## config.mk

```make
export PLATFORM = sky130hd
export DESIGN_NAME = pnn50_interval_meter
export DESIGN_NICKNAME = d
export VERILOG_FILES = /design/src/hw/rtl/pim_pkg.sv /design/src/hw/rtl/pnn50_interval_meter.sv
export SDC_FILE = /design/constraint.sdc
export NUM_CORES = 1
export LEC_CHECK = 0
export BUFFER_PORTS_ARGS = -buffer_cell sky130_fd_sc_hd__buf_2
export CAP_MARGIN = 0
export CORE_MARGIN = 5
export CORE_UTILIZATION = 65
export CTS_BUF_LIST = sky130_fd_sc_hd__clkbuf_8 sky130_fd_sc_hd__clkbuf_16
export DETAILED_ROUTE_END_ITERATION = 8
export PLACE_DENSITY = 0.94
export REMOVE_ABC_BUFFERS = 1
export SYNTH_ARGS = -nofsm -noshare
export SYNTH_HDL_FRONTEND = slang
export SYNTH_SLANG_ARGS = --single-unit
```

## constraint.sdc

```tcl
create_clock -name clk -period 9.53 [get_ports clk]
set_input_delay 0.4765 -clock clk [delete_from_list [all_inputs] [get_ports clk]]
set_output_delay 0.4765 -clock clk [all_outputs]
set_load 0.02 [all_outputs]
```

## src/hw/rtl/pim_pkg.sv

```systemverilog
`default_nettype none

package pim_pkg;

    // Widths fixed by the item and register formats
    localparam int CAPTURE_W   = 16;
    localparam int OVF_W       = 16;
    localparam int INTERVAL_W  = 32;
    localparam int THRESH_W    = 24;
    localparam int COUNT_W     = 8;
    localparam int PERCENT_W   = 7;
    localparam int APB_DATA_W  = 32;
    localparam int APB_ADDR_W  = 3;

    // Parameter defaults
    localparam int TIMER_BITS_DEF    = 16;
    localparam int INTERVAL_BITS_DEF = 32;

    // Register reset values
    localparam logic [THRESH_W-1:0] THRESH_RESET = 24'd50000;
    localparam logic [COUNT_W-1:0]  IPR_RESET    = 8'd10;

    // Percentage divide: dividend is count * 100, fits in 15 bits
    localparam int DIVD_W    = 15;
    localparam int DIV_STEP_W = $clog2(DIVD_W);
    localparam logic [DIVD_W-1:0]    PCT_SCALE = 15'd100;
    localparam logic [PERCENT_W-1:0] PCT_MAX   = 7'd100;

    // Register indexes
    typedef enum logic [0:0] {
        REG_DIFF_THRESHOLD = 1'b0,
        REG_INTERVALS      = 1'b1
    } reg_index_t;

    // Request codes
    localparam logic REQ_OVERFLOW = 1'b0;
    localparam logic REQ_EDGE     = 1'b1;

endpackage

`default_nettype wire

```

## src/hw/rtl/pnn50_interval_meter.sv

```systemverilog
// Beat interval variability meter (pNN50 style).
// Input channel (in_valid / in_stall): each word is either a timer overflow
// tick (req_type 0) or a captured beat edge timestamp (req_type 1).
// Output channel (out_valid / out_stall): one word per edge that closes an
// interval, with the interval, the exceed flag, running counts, indicator
// level and, on the last interval of a reading, the percentage.
// Overflow ticks, the first edge and words after a finished reading give
// no result. An edge that closes an interval runs through a sequencer
// around one shared subtractor: interval, one or two difference passes, a
// threshold compare and a counter update (the first interval skips the
// difference passes and the compare), plus 15 restoring divide steps on the
// interval that completes the reading; then the output register is loaded.
// in_stall stays high while the sequencer is busy.
// If the receiver stalls, the result holds in the output register and the
// sequencer waits with the next result until the register frees.
// Reset clears the meter state and loads the register defaults
// (threshold 50000, 10 intervals per reading). After a reading completes,
// all further words are accepted and dropped until reset.
// Registers sit on an APB port: diff_threshold at 0x0, intervals at 0x4.
`default_nettype none

module pnn50_interval_meter
#(
    parameter int TIMER_BITS    = pim_pkg::TIMER_BITS_DEF,
    parameter int INTERVAL_BITS = pim_pkg::INTERVAL_BITS_DEF
)
(
    input  wire logic                             clk,
    input  wire logic                             rst_n,
    // APB register port
    input  wire logic                             psel,
    input  wire logic                             penable,
    input  wire logic                             pwrite,
    input  wire logic [pim_pkg::APB_ADDR_W-1:0]   paddr,
    input  wire logic [pim_pkg::APB_DATA_W-1:0]   pwdata,
    output logic      [pim_pkg::APB_DATA_W-1:0]   prdata,
    output logic                                  pready,
    // input channel
    input  wire logic                             in_valid,
    output logic                                  in_stall,
    input  wire logic                             req_type,
    input  wire logic [pim_pkg::CAPTURE_W-1:0]    capture_time,
    // output channel
    output logic                                  out_valid,
    input  wire logic                             out_stall,
    output logic      [pim_pkg::INTERVAL_W-1:0]   interval_ticks,
    output logic                                  diff_exceeded,
    output logic      [pim_pkg::COUNT_W-1:0]      counted_intervals,
    output logic      [pim_pkg::COUNT_W-1:0]      exceeded_count,
    output logic                                  indicator,
    output logic                                  reading_valid,
    output logic      [pim_pkg::PERCENT_W-1:0]    hrv_percent
);
    import pim_pkg::*;

    localparam int CAP_W = (TIMER_BITS < CAPTURE_W) ? TIMER_BITS : CAPTURE_W;
    localparam int TOT_W = OVF_W + TIMER_BITS;
    localparam int SW    = (TOT_W > INTERVAL_BITS) ? TOT_W : INTERVAL_BITS;

    typedef enum logic [2:0] {
        S_IDLE,
        S_INTERVAL,
        S_DIFF_FWD,
        S_DIFF_REV,
        S_THRESH,
        S_UPDATE,
        S_DIVIDE,
        S_EMIT
    } state_t;

    state_t                    state_reg;

    logic [THRESH_W-1:0]       thresh_reg;
    logic [COUNT_W-1:0]        ipr_reg;

    logic                      seen_first_reg;
    logic [CAP_W-1:0]          last_cap_reg;
    logic [CAP_W-1:0]          cap_reg;
    logic [OVF_W-1:0]          ovf_reg;
    logic [INTERVAL_BITS-1:0]  ival_reg;
    logic [INTERVAL_BITS-1:0]  prev_reg;
    logic [INTERVAL_BITS-1:0]  diff_reg;
    logic                      have_prev_reg;
    logic                      exceeded_reg;
    logic [COUNT_W-1:0]        icnt_reg;
    logic [COUNT_W-1:0]        ecnt_reg;
    logic                      ind_reg;
    logic                      finished_reg;
    logic                      done_reg;

    logic [DIVD_W-1:0]         dvd_reg;
    logic [DIVD_W-1:0]         quot_reg;
    logic [COUNT_W-1:0]        rem_reg;
    logic [DIV_STEP_W-1:0]     step_reg;

    logic                      out_valid_reg;
    logic [INTERVAL_W-1:0]     out_ival_reg;
    logic                      out_exc_reg;
    logic [COUNT_W-1:0]        out_icnt_reg;
    logic [COUNT_W-1:0]        out_ecnt_reg;
    logic                      out_ind_reg;
    logic                      out_done_reg;
    logic [PERCENT_W-1:0]      out_pct_reg;

    logic                      in_acc;
    logic                      cfg_wr;
    reg_index_t                cfg_idx;
    logic [SW-1:0]             sub_a;
    logic [SW-1:0]             sub_b;
    logic [SW:0]               sub_full;
    logic [SW-1:0]             sub_res;
    logic                      sub_borrow;
    logic [SW-1:0]             total;
    logic [COUNT_W-1:0]        target;
    logic [COUNT_W-1:0]        icnt_next;
    logic [COUNT_W-1:0]        ecnt_next;
    logic [COUNT_W:0]          partial;
    logic [PERCENT_W-1:0]      pct_next;

    assign in_stall = (state_reg != S_IDLE);
    assign in_acc   = in_valid && !in_stall;
    assign pready   = 1'b1;
    assign cfg_wr   = psel && penable && pwrite && pready;
    assign cfg_idx  = reg_index_t'(paddr[2]);

    always_comb
    begin
        unique case (cfg_idx)
            REG_DIFF_THRESHOLD: prdata = APB_DATA_W'(thresh_reg);
            REG_INTERVALS:      prdata = APB_DATA_W'(ipr_reg);
            default:            prdata = '0;
        endcase
    end

    assign total   = (SW'(ovf_reg) << TIMER_BITS) | SW'(cap_reg);
    assign target  = (ipr_reg == '0) ? COUNT_W'(1) : ipr_reg;
    assign partial = {rem_reg, dvd_reg[DIVD_W-1]};

    // shared subtractor operand select
    always_comb
    begin
        unique case (state_reg)
            S_INTERVAL:
            begin
                sub_a = total;
                sub_b = SW'(last_cap_reg);
            end
            S_DIFF_FWD:
            begin
                sub_a = SW'(ival_reg);
                sub_b = SW'(prev_reg);
            end
            S_DIFF_REV:
            begin
                sub_a = SW'(prev_reg);
                sub_b = SW'(ival_reg);
            end
            S_THRESH:
            begin
                sub_a = SW'(thresh_reg);
                sub_b = SW'(diff_reg);
            end
            S_DIVIDE:
            begin
                sub_a = SW'(partial);
                sub_b = SW'(target);
            end
            default:
            begin
                sub_a = '0;
                sub_b = '0;
            end
        endcase
    end

    assign sub_full   = {1'b0, sub_a} - {1'b0, sub_b};
    assign sub_res    = sub_full[SW-1:0];
    assign sub_borrow = sub_full[SW];

    assign icnt_next = icnt_reg + COUNT_W'(1);
    assign ecnt_next = ecnt_reg + COUNT_W'(exceeded_reg);
    assign pct_next  = (quot_reg > DIVD_W'(PCT_MAX)) ? PCT_MAX : quot_reg[PERCENT_W-1:0];

    always_ff @(posedge clk or negedge rst_n)
    begin
        if (!rst_n)
        begin
            state_reg      <= S_IDLE;
            thresh_reg     <= THRESH_RESET;
            ipr_reg        <= IPR_RESET;
            seen_first_reg <= 1'b0;
            last_cap_reg   <= '0;
            cap_reg        <= '0;
            ovf_reg        <= '0;
            ival_reg       <= '0;
            prev_reg       <= '0;
            diff_reg       <= '0;
            have_prev_reg  <= 1'b0;
            exceeded_reg   <= 1'b0;
            icnt_reg       <= '0;
            ecnt_reg       <= '0;
            ind_reg        <= 1'b0;
            finished_reg   <= 1'b0;
            done_reg       <= 1'b0;
            dvd_reg        <= '0;
            quot_reg       <= '0;
            rem_reg        <= '0;
            step_reg       <= '0;
            out_valid_reg  <= 1'b0;
            out_ival_reg   <= '0;
            out_exc_reg    <= 1'b0;
            out_icnt_reg   <= '0;
            out_ecnt_reg   <= '0;
            out_ind_reg    <= 1'b0;
            out_done_reg   <= 1'b0;
            out_pct_reg    <= '0;
        end
        else
        begin
            if (cfg_wr)
            begin
                unique case (cfg_idx)
                    REG_DIFF_THRESHOLD: thresh_reg <= pwdata[THRESH_W-1:0];
                    REG_INTERVALS:      ipr_reg    <= pwdata[COUNT_W-1:0];
                    default:            ;
                endcase
            end

            // drop the word once taken; a load in S_EMIT replaces it instead
            if (out_valid_reg && !out_stall && (state_reg != S_EMIT))
            begin
                out_valid_reg <= 1'b0;
            end

            unique case (state_reg)
                S_IDLE:
                begin
                    if (in_acc && !finished_reg)
                    begin
                        if (req_type == REQ_OVERFLOW)
                        begin
                            if (ovf_reg != '1)
                            begin
                                ovf_reg <= ovf_reg + OVF_W'(1);
                            end
                        end
                        else if (!seen_first_reg)
                        begin
                            seen_first_reg <= 1'b1;
                            last_cap_reg   <= capture_time[CAP_W-1:0];
                            ovf_reg        <= '0;
                        end
                        else
                        begin
                            cap_reg   <= capture_time[CAP_W-1:0];
                            state_reg <= S_INTERVAL;
                        end
                    end
                end
                S_INTERVAL:
                begin
                    // lost overflow gives zero; saturate above the interval range
                    if (sub_borrow)
                    begin
                        ival_reg <= '0;
                    end
                    else if ((sub_res >> INTERVAL_BITS) != '0)
                    begin
                        ival_reg <= '1;
                    end
                    else
                    begin
                        ival_reg <= sub_res[INTERVAL_BITS-1:0];
                    end
                    last_cap_reg <= cap_reg;
                    ovf_reg      <= '0;
                    exceeded_reg <= 1'b0;
                    state_reg    <= have_prev_reg ? S_DIFF_FWD : S_UPDATE;
                end
                S_DIFF_FWD:
                begin
                    diff_reg  <= sub_res[INTERVAL_BITS-1:0];
                    state_reg <= sub_borrow ? S_DIFF_REV : S_THRESH;
                end
                S_DIFF_REV:
                begin
                    diff_reg  <= sub_res[INTERVAL_BITS-1:0];
                    state_reg <= S_THRESH;
                end
                S_THRESH:
                begin
                    // threshold minus diff borrows when diff is larger
                    exceeded_reg <= sub_borrow;
                    state_reg    <= S_UPDATE;
                end
                S_UPDATE:
                begin
                    prev_reg      <= ival_reg;
                    have_prev_reg <= 1'b1;
                    icnt_reg      <= icnt_next;
                    ecnt_reg      <= ecnt_next;
                    if (exceeded_reg)
                    begin
                        ind_reg <= !ind_reg;
                    end
                    done_reg <= (icnt_next >= target);
                    dvd_reg  <= DIVD_W'(ecnt_next) * PCT_SCALE;
                    quot_reg <= '0;
                    rem_reg  <= '0;
                    step_reg <= DIV_STEP_W'(DIVD_W - 1);
                    if (icnt_next >= target)
                    begin
                        finished_reg <= 1'b1;
                        state_reg    <= S_DIVIDE;
                    end
                    else
                    begin
                        state_reg <= S_EMIT;
                    end
                end
                S_DIVIDE:
                begin
                    // one restoring step per cycle
                    if (sub_borrow)
                    begin
                        rem_reg <= partial[COUNT_W-1:0];
                    end
                    else
                    begin
                        rem_reg <= sub_res[COUNT_W-1:0];
                    end
                    quot_reg <= {quot_reg[DIVD_W-2:0], !sub_borrow};
                    dvd_reg  <= {dvd_reg[DIVD_W-2:0], 1'b0};
                    step_reg <= step_reg - DIV_STEP_W'(1);
                    if (step_reg == '0)
                    begin
                        state_reg <= S_EMIT;
                    end
                end
                S_EMIT:
                begin
                    if (!out_valid_reg || !out_stall)
                    begin
                        out_valid_reg <= 1'b1;
                        out_ival_reg  <= INTERVAL_W'(ival_reg);
                        out_exc_reg   <= exceeded_reg;
                        out_icnt_reg  <= icnt_reg;
                        out_ecnt_reg  <= ecnt_reg;
                        out_ind_reg   <= ind_reg;
                        out_done_reg  <= done_reg;
                        out_pct_reg   <= done_reg ? pct_next : '0;
                        state_reg     <= S_IDLE;
                    end
                end
                default:
                begin
                    state_reg <= S_IDLE;
                end
            endcase
        end
    end

    assign out_valid         = out_valid_reg;
    assign interval_ticks    = out_ival_reg;
    assign diff_exceeded     = out_exc_reg;
    assign counted_intervals = out_icnt_reg;
    assign exceeded_count    = out_ecnt_reg;
    assign indicator         = out_ind_reg;
    assign reading_valid     = out_done_reg;
    assign hrv_percent       = out_pct_reg;

    a_exc_le_count: assert property (@(posedge clk) disable iff (!rst_n)
        out_valid |-> (exceeded_count <= counted_intervals) && (counted_intervals != '0))
        else $error("exceed count above interval count");

    a_first_no_exceed: assert property (@(posedge clk) disable iff (!rst_n)
        (out_valid && counted_intervals == COUNT_W'(1)) |-> !diff_exceeded)
        else $error("first interval flagged as exceeded");

    a_pct_gated: assert property (@(posedge clk) disable iff (!rst_n)
        (out_valid && !reading_valid) |-> (hrv_percent == '0))
        else $error("percentage outside a completed reading");

    a_pct_range: assert property (@(posedge clk) disable iff (!rst_n)
        out_valid |-> (hrv_percent <= PCT_MAX))
        else $error("percentage above full scale");

    a_busy_stall: assert property (@(posedge clk) disable iff (!rst_n)
        (in_acc && finished_reg) |=> !in_stall)
        else $error("dropped word after reading left block busy");

endmodule

`default_nettype wire

```

==> results of run 1 <==
==> timing repair <==
action / in CTS / in global routing
hold buffers: 1 / 0
hold endpoints to repair: 86 / 0
setup endpoints to repair: 0 / 0
==> synth_stat cells (all sizes together) (4+ instances only) <==
library cell and n:
nor2b 23, inv 37, o211ai 7, ha 74, nor2 80, nor3b 5, and3 8, nor3 6
mux2i 42, buf 26, o22a 7, a211oi 9, a22o 35, and2 4, or2 8, dfstp 8
xor2 32, xnor2 37, nand2b 13, o21ai 114, a22oi 44, clkbuf 85, and4 5, a21oi 81
a221oi 11, fa 4, nor4 4, nand2 431, a21o 7, dfrtp 292, o21bai 7, or3 7
a31oi 7, a32oi 7, o31ai 23, nand4 10, o21a 7, a221o 14, mux2 64, nand3 35
==> cells by family (layout without fill, tap and decap cells) <==
family / Yosys count / count (layout) / synth area share [%]
xor+xnor: 69 / 69 / 3.682
compound gates: 403 / 403 / 16.86
other cells: 2 / 10 / 0.04575
mux: 106 / 106 / 6.952
buf+inv: 148 / 250 / 3.735
flops: 300 / 300 / 45.80
simple gates: 644 / 644 / 16.80
fa+ha+maj: 78 / 78 / 6.129
==> power breakdown <==
| part | internal (mW) | switching (mW) | total, mW |
|---|---|---|---|
| registers | 1.66 | 0.308 | 1.97 |
| logic | 1.38 | 2.57 | 3.95 |
| clock network | 0.792 | 0.514 | 1.31 |
==> per-stage QoR <==
step | util, % | cell area (um^2)
6_report | 73.46 | 18390
5_1_grt | 73.46 | 18390
4_1_cts | 73.45 | 18390
3_5_place_dp | 69.00 | 17270
3_3_place_gp | 69.00 | 17270
2_1_floorplan | - | 15970
==> routing by layer <==
metal / share of wire (%) / vias to the layer above / global-route usage (%) / wire length [um]
li1: - / 6273 / - / -
met1: 38 / 6807 / 41.92 / 17480
met2: 47 / 894 / 51.68 / 21650
met3: 10 / 199 / 6.352 / 4802
met4: 4.6 / 0 / 14.86 / 2140
met5: 0 / - / 0 / 0
==> placed cells by master, fill, tap and decap left out, types with 8 or more instances in the layout <==
cell type and n:
mux2i_1 42, inv_1 42, a22o_1 35, a221o_1 14, clkbuf_16 31, nand3_1 34, buf_4 24, o21ai_0 104
dfrtp_1 292, nand2b_1 11, a21oi_1 77, xnor2_1 37, o31ai_1 20, xor2_1 32, mux2_2 64, dfstp_2 8
nor2b_1 23, conb_1 9, buf_2 131, nand2_1 431, a22oi_1 44, o21ai_1 10, nand4_1 9, and3_1 8
a221oi_1 10, ha_1 74, nor2_1 77
==> worst min-delay path by stage <==
stage / depth (start not counted) / startpoint / slack (ns) / endpoint
floorplan: 0 / rst_n / 0.18 / cap_reg[0]
global placement: 2 / hrv_percent[2] / 0.45 / hrv_percent[2]
detailed placement: 2 / reading_valid / 0.46 / reading_valid
CTS: 2 / pwdata[11] / 0.14 / thresh_reg[11]
global route: 2 / pwdata[11] / 0.15 / thresh_reg[11]
finish: 2 / pwdata[10] / 0.15 / thresh_reg[10]
==> layout make-up <==
class | count | area, um^2 | share of cell area, %
clock buffers | 36 | 844.6 | 4.592
repair buffers | 157 | 860.8 | 4.681
multi-input cells | 1309 | 8354 | 45.42
clock inverters | 20 | 260.3 | 1.415
diodes | 1 | 2.502 | 0.01361
well taps | 330 | 412.9 | 2.245
inverters | 37 | 138.9 | 0.7552
flip-flops and latches | 300 | 7517 | 40.87
==> flow_summary.yaml, run 1 <==
logic_synthesis:
  synthCells: 1750
  synth_area_um2: 16410
  synth_edf_count: 0
  ys_top_cells_by_area: "dfrtp_1, nand2_1, ha_1"
  avgSynthCellArea_um2: 9.380
  ys_ff_latch: 300
  async_flop_share_pct: 100.0
  synth_top_cell_area_share_pct: 44.52
  synth-main-ff-cell: "dfrtp_1"
  yosys.area.top_type: "dfrtp_1"
  ys_warn_count: 0
  synth-seq-area-share_pct: 45.80
  synth.distinct_cells: 78
worst_setup_path:
  crit_path_start: "state_reg[1]"
  cp-endpoint: "ival_reg[20]"
  arrival_ns: 6.21
  criticalPathCategory: "reg -> reg"
  worstReg2RegStart: "state_reg[1]"
  worstReg2RegEnd: "ival_reg[20]"
  max_stage_delay_ns: 0.52
  crit_chain: "buf_4 > inv_1 > nor2_1 > buf_4 > and2_1 > nand2_1 > o221ai_1 > ha_1 > inv_1 > fa_1 > a211oi_1 > o21a_2 > a211oi_2 > a211oi_2 > a21oi_4 > a21oi_4 > buf_4 > nand2b_1 > o21ai_0"
  worst-path-buf-inv: 5
  worst_path_max_delay_cell: "inv_1"
  critPathLaunchType: "register"
  r2r_cells: 19
  cp.required_ns: 9.93
  cp_top_family: "buffers and inverters"
  cp-end-kind: "register"
  cp.depth: 19
  crit_path_max_fanout: 43
  path_common_cell: "buf_4"
  r2r_slack_ns: 3.72
clocking:
  max-clock-path-buffers: 3
  cts_setup_buffers: 0
  ctsRootBufferMaster: "clkbuf_16"
  clk_transition_reported_paths_ns: 0.06
  cts_tree: "done"
  h-tree-depth: 1
  cts-resized-gates: 0
  numCtsBuffers: 30
  cts_sinks: 300
  insertion_delay_ns: 0.56
global_route:
  antenna_found_initial: 1
  grt_pass1_wl_mm: 74.60
  grtUsageTotal_pct: 32.00
  grt_remaining_overflow: 0
  grt_max_degree: 92
  first_global_vias: 14510
placed_design:
  routabilityCongestion: 0.9356
  port_buffers: 132
  pre_cts_slack_ns: 4.054
  placed_cells: 2132
  dpl.hpwl_mm: 28.54
floorplanning:
  ios: 152
  die_area_um2: 28530
  fp-row-count: 58
  initial_core_util_pct: 65.56
  die_w_um: 168.9
  die_h_um: 168.9
  core-area_um2: 25040
route:
  vias: 14170
  drc: 0
  antenna_left: 0
  firstDrtPassIters: 6
  vias_per_cell: 6.472
  drt_iter0_markers: 1648
  routed_wl_mm: 46.07
  wl_per_cell_um: 21.04
sta:
  final.setup.worst_slack_ns: 3.717
  final_hold_viol_count: 0
  max_freq_ghz: 0.1720
  drv_slew: 0
  slew_headroom_pct: 13.74
  period_needed_ns: 5.813
  finalSetupViolCount: 0
  tns_ns: 0
  clock-skew-final_ns: 0.01685
  tightest_slew_ns: 1.290
  rsz0062_at_grt: "no"
  whs_ns: 0.1451
  final.period_utilization_pct: 60.99
final_layout:
  fillers: 1657
  fin_nets: 1972
  syn2layout_area_growth_pct: 12.04
  drive_gt1_share_pct: 16.78
  fin_cells: 2190
power_and_ir_drop:
  irDropWorstVdd_v: 0.0003286
  power_mw: 7.219
  p_leak_nw: 9.274
  p_per_area_nw_per_um2: 392.5
run_status:
  status: "complete, no violations"
hold_path:
  hp-class: "in -> reg"
flow_run:
  drv_cap: 0
Note: power is estimated with default switching activity, not from simulation.
==> inputs of run 2 (changes only) <==
- ABC_AREA: not set -> 1
- CORE_UTILIZATION: 65 -> 61
- PLACE_DENSITY: 0.94 -> 0.89
- clock period: 9.53 -> 5.55 ns (I/O delays scaled with it)
==> run 2 against run 1 <==
Final cell count up 30%. Critical path depth up 3. Synthesized area up 5.3%. Core utilization down 2.9 points.
==> flow_summary.yaml, run 2 <==
run_status:
  status: "complete, no violations"
clocking:
  cts_tree: "done"
  clk_transition_reported_paths_ns: 0.06
  numCtsBuffers: 31
  cts_sinks: 300
  ctsRootBufferMaster: "clkbuf_16"
  max-clock-path-buffers: 3
  insertion_delay_ns: 0.58
  h-tree-depth: 1
sta:
  tns_ns: 0
  clock-skew-final_ns: 0.01180
  period_needed_ns: 4.463
  max_freq_ghz: 0.2241
  final_hold_viol_count: 0
  tightest_slew_ns: 1.285
  finalSetupViolCount: 0
  final.period_utilization_pct: 80.41
  rsz0062_at_grt: "no"
  slew_headroom_pct: 14.15
  drv_slew: 0
global_route:
  grtUsageTotal_pct: 31.05
  grt_pass1_wl_mm: 79.88
  first_global_vias: 16080
  grt_max_degree: 187
  grt_remaining_overflow: 0
  antenna_found_initial: 0
floorplanning:
  initial_core_util_pct: 62.04
  die_area_um2: 31800
  die_w_um: 178.3
  core-area_um2: 27860
  die_h_um: 178.3
  ios: 152
  fp-row-count: 61
worst_setup_path:
  cp_top_family: "simple AND/OR/NAND/NOR gates"
  worstReg2RegStart: "state_reg[2]"
  crit_path_max_fanout: 24
  critPathLaunchType: "register"
  path_common_cell: "nand2_1"
  max_stage_delay_ns: 0.48
  crit_path_start: "state_reg[2]"
  cp-end-kind: "register"
  worstReg2RegEnd: "ival_reg[24]"
  r2r_cells: 22
  cp.depth: 22
  arrival_ns: 4.97
  worst-path-buf-inv: 4
  criticalPathCategory: "reg -> reg"
  cp.required_ns: 6.06
  worst_path_max_delay_cell: "inv_2"
  r2r_slack_ns: 1.09
  cp-endpoint: "ival_reg[24]"
  crit_chain: "inv_2 > nand2_1 > nor2_2 > inv_2 > nor2_1 > a221oi_1 > o211ai_1 > ha_1 > inv_1 > fa_1 > nand2_1 > nand2_1 > nand3_1 > nand2_2 > nand2_1 > nand2_1 > nand2_2 > nand2_4 > inv_6 > nor2_8 > nand2_1 > nand2_1"
route:
  wl_per_cell_um: 17.21
  routed_wl_mm: 49.06
  drc: 0
  antenna_left: 0
  firstDrtPassIters: 6
  vias_per_cell: 5.724
  vias: 16320
  drt_iter0_markers: 1713
logic_synthesis:
  synth-main-ff-cell: "dfrtp_1"
  synth_area_um2: 17280
  ys_top_cells_by_area: "dfrtp_1, nand2_1, inv_1"
  ys_ff_latch: 300
  synth.distinct_cells: 51
  async_flop_share_pct: 100.0
  avgSynthCellArea_um2: 7.443
  synth-seq-area-share_pct: 43.50
  synth_top_cell_area_share_pct: 42.28
  synthCells: 2322
  synth_most_common_cell: "nand2_1"
  yosys.area.top_type: "dfrtp_1"
  ys_warn_count: 0
  synth_edf_count: 0
  yosys-top-cells-count: "nand2_1, inv_1, dfrtp_1, o21ai_0, nor2_1"
placed_design:
  routabilityCongestion: 0.9323
  dpl_cell_area_um2: 18150
  port_buffers: 132
  dpl.hpwl_mm: 32.82
power_and_ir_drop:
  irDropWorstVdd_v: 0.0003742
  p_leak_nw: 10.37
  p_per_area_nw_per_um2: 672.2
final_layout:
  final_cell_mix: "nand2_1, inv_1, dfrtp_1, o21ai_0, buf_2"
  final_common_cell: "nand2_1"
  post-route-util_pct: 70.58
  final_cell_area_um2: 19660
  fillers: 2148
  n_antenna_cell: 0
  fin_nets: 2587
  drive_gt1_share_pct: 9.907
  syn2layout_area_growth_pct: 13.76
flow_run:
  drv_cap: 0
hold_path:
  hp-class: "in -> reg"
-- run 2: cell count changes in the layout (fill, tap and decap cells not counted), moves of 38 or more --
cell,delta
o21ai_0,+109
o22ai_1,+47
mux2i_1,-42
dlygate4sd3_1,+38
nand2_1,+303
mux2_2,-64
nand3_1,+47
inv_1,+316
-- run 2: cells by family (layout without fill, tap and decap cells) --
kind of cell / count (synthesis) / after routing / share of synthesized area (%)
xor gates and xnor gates: 42 / 42 / 2.128
AOI/OAI and AO/OA: 429 / 429 / 14.25
other: 2 / 9 / 0.04345
buffers and inverters: 466 / 610 / 10.63
DFF: 300 / 300 / 43.50
adders and majority gates: 78 / 78 / 5.821
and+or+nand+nor: 1005 / 1005 / 23.62
-- run 2: worst min-delay path by stage --
stage,slack (ns),from,end,cells past startpoint
after global routing,0.04,capture_time[14],cap_reg[14],3
after detailed placement,0.41,rst_n,cap_reg[5],1
after CTS,0.009,capture_time[1],cap_reg[1],3
final,0.02,capture_time[1],cap_reg[1],3
after floorplan,-0.02,rst_n,cap_reg[0],0
after global placement,0.40,rst_n,interval_ticks[7],1
-- run 2: power breakdown --
group | internal [mW] | switching, mW
clock | 1.37 | 0.901
sequential | 2.85 | 0.376
combinational | 2.26 | 5.46
-- run 2: cell type report --
type	count	area, um^2	area share [%]
Sequential cell	300	7517	38.23
Clock inverter	13	183.9	0.9355
Tap cell	378	473.0	2.405
Clock buffer	43	940.9	4.786
Inverter	366	1380	7.019
Timing Repair Buffer	188	1201	6.109
Multi-Input combinational cell	1563	7965	40.51
-- run 2: timing repair --
item | CTS | global route
hold endpoints to repair | 154 | 0
buffers inserted | 0 | 0
resized for setup | 0 | 0
hold buffers | 39 | 0
-- run 2: per-stage QoR --
stage,cells,setup slack (ns),power (mW),hold slack [ns]
after floorplan,2229,0.9124,8.507,-0.01809
after global placement,2756,1.450,10.54,0.4016
after detailed placement,2756,1.236,10.75,0.4081
after CTS,2851,1.163,13.11,0.009001
after global routing,2851,0.7631,14.26,0.03833
final,2851,1.087,13.22,0.02256
-- run 2: per-layer routing --
layer	share of wire [%]	GRT usage (%)
met1	40	40.88
met2	48	51.98
met4	3.6	11.86
met3	8.9	4.939
met5	0	0
-- run 2: worst min-delay path: cells and delay by family --
| kind | cells | cell delay (ns) |
|---|---|---|
| buffers and inverters | 2 | 0.19 |
| AOI/OAI and AO/OA | 1 | 0.08 |
==> inputs of run 3 (changes only) <==
- clock period: 5.55 -> 4.25 ns (I/O delays scaled with it)
==> run 3 against run 2 <==
Sequential share of layout area fell by 0.34 points. Cell area rose by 0.90%. Flip-flop and latch count is the same. Die area did not move. Non-clock buffer count is 14 higher. Clock power rose by 30%. First-iteration DRC count increased by 6.0%. Register-to-register slack worse by 0.85 ns. Critical endpoint is now ival_reg[22]. Highest routed layer unchanged.
==> flow_summary.yaml, run 3 (synthesis results as in run 2) <==
sta:
  clock-skew-final_ns: 0.01178
  final.period_utilization_pct: 94.31
  drv_slew: 0
  whs_ns: 0.1119
  period_needed_ns: 4.008
  max_freq_ghz: 0.2495
  finalSetupViolCount: 0
  tightest_slew_ns: 1.195
  final_hold_viol_count: 0
  rsz0062_at_grt: "no"
  slew_headroom_pct: 20.11
  final.setup.worst_slack_ns: 0.2418
placed_design:
  port_buffers: 132
  routabilityCongestion: 0.9784
  pre_cts_slack_ns: 0.3755
  dpl.hpwl_mm: 33.30
floorplanning:
  ios: 152
  die_w_um: 178.3
  initial_core_util_pct: 62.04
  fp-row-count: 61
  die_h_um: 178.3
  core-area_um2: 27860
  die_area_um2: 31800
route:
  antenna_left: 0
  routed_wl_mm: 49.87
  firstDrtPassIters: 8
  drc: 0
  drt_iter0_markers: 1816
  vias_per_cell: 5.726
  vias: 16400
  wl_per_cell_um: 17.41
flow_run:
  drv_cap: 0
worst_setup_path:
  worst_path_max_delay_cell: "dfrtp_1"
  cp.required_ns: 4.75
  cp-end-kind: "register"
  criticalPathCategory: "reg -> reg"
  max_stage_delay_ns: 0.44
  arrival_ns: 4.50
  path_common_cell: "nand2_1"
  crit_chain: "inv_2 > nand2_1 > buf_4 > nor2_2 > buf_4 > a221oi_1 > o211ai_1 > ha_1 > inv_1 > fa_1 > nand2_1 > nand2_1 > nand3_1 > nand2_2 > nand2_1 > nand2_1 > nand2_2 > nand2_4 > inv_6 > nor2_8 > nand2_1 > nand2_1"
  crit_path_max_fanout: 24
  critPathLaunchType: "register"
global_route:
  antenna_found_initial: 0
  grt_remaining_overflow: 0
  grt_max_degree: 117
  grtUsageTotal_pct: 31.53
  grt_pass1_wl_mm: 81.61
  first_global_vias: 16470
clocking:
  max-clock-path-buffers: 3
  cts_tree: "done"
  h-tree-depth: 1
  cts_sinks: 300
  clk_transition_reported_paths_ns: 0.06
  ctsRootBufferMaster: "clkbuf_16"
  numCtsBuffers: 30
  insertion_delay_ns: 0.56
run_status:
  status: "complete, no violations"
final_layout:
  final_common_cell: "nand2_1"
  drive_gt1_share_pct: 10.26
  fin_nets: 2600
  n_antenna_cell: 0
  syn2layout_area_growth_pct: 14.79
  final_cell_mix: "nand2_1, inv_1, dfrtp_1, o21ai_0, buf_2"
power_and_ir_drop:
  p_leak_nw: 10.46
  irDropWorstVdd_v: 0.0005856
  p_per_area_nw_per_um2: 872.7
hold_path:
  hp-class: "in -> reg"
run 3: power by group:
part	internal, mW	total (mW)	switching, mW
clock	1.79	2.94	1.14
sequential	3.73	4.23	0.509
combinational	3.04	10.1	7.10
total	8.56	17.3	8.76
run 3: repair_timing:
action	4_1_cts	5_1_grt
setup endpoints to repair	0	11
hold buffers	42	0
resized for setup	0	1
endpoints found under the hold margin	159	0
setup buffers	0	0
run 3: final cells by class:
cell class	instances	area, um^2
Clock buffer	41	913.4
Sequential cell	300	7517
Timing Repair Buffer	202	1389
Multi-Input combinational cell	1563	7970
Tap cell	378	473.0
Inverter	366	1380
Fill cell	2129	8019
Clock inverter	14	196.4
run 3: worst max-delay path, delay by kind of cell, from the launching register on:
family	cells	cell delay, ns
buffers and inverters	5	0.83
adders and majority gates	2	0.49
DFF	1	0.44
AOI/OAI and AO/OA	2	0.46
and+or+nand+nor	13	1.70
run 3: path summary, 6_finish.rpt:
check	start	endpoint	slack (ns)	cells past startpoint
setup / recovery	state_reg[2]	ival_reg[22]	0.24	22
hold / removal	req_type	ovf_reg[11]	0.11	4
setup reg to reg	state_reg[2]	ival_reg[22]	0.24	22
hold reg to reg	exceeded_count[6]	exceeded_count[6]	0.47	2
max in group asynchronous	rst_n	ovf_reg[15]	2.85	3
min in group asynchronous	rst_n	prev_reg[7]	0.32	2
run 3: layer usage:
| metal | wire length [um] | GRT usage, % | up-vias |
|---|---|---|---|
| li1 | - | - | 7676 |
| met1 | 19850 | 41.49 | 7740 |
| met2 | 24040 | 53.83 | 818 |
| met3 | 4266 | 4.175 | 166 |
| met4 | 1713 | 11.22 | 0 |
| met5 | 0 | 0 | - |
run 3: metrics by stage:
| step | utilization (%) | TNS (ns) | power [mW] | instances | cell area, um^2 |
|---|---|---|---|---|---|
| CTS | 71.20 | 0 | 17.12 | 2864 | 19830 |
| floorplan | - | -15.01 | 11.11 | 2229 | 16850 |
| finish | 71.21 | 0 | 17.31 | 2864 | 19840 |
| detailed placement | 65.70 | 0 | 14.07 | 2767 | 18300 |
| global route | 71.21 | 0 | 18.70 | 2864 | 19840 |
| global placement | 65.70 | 0 | 13.76 | 2767 | 18300 |
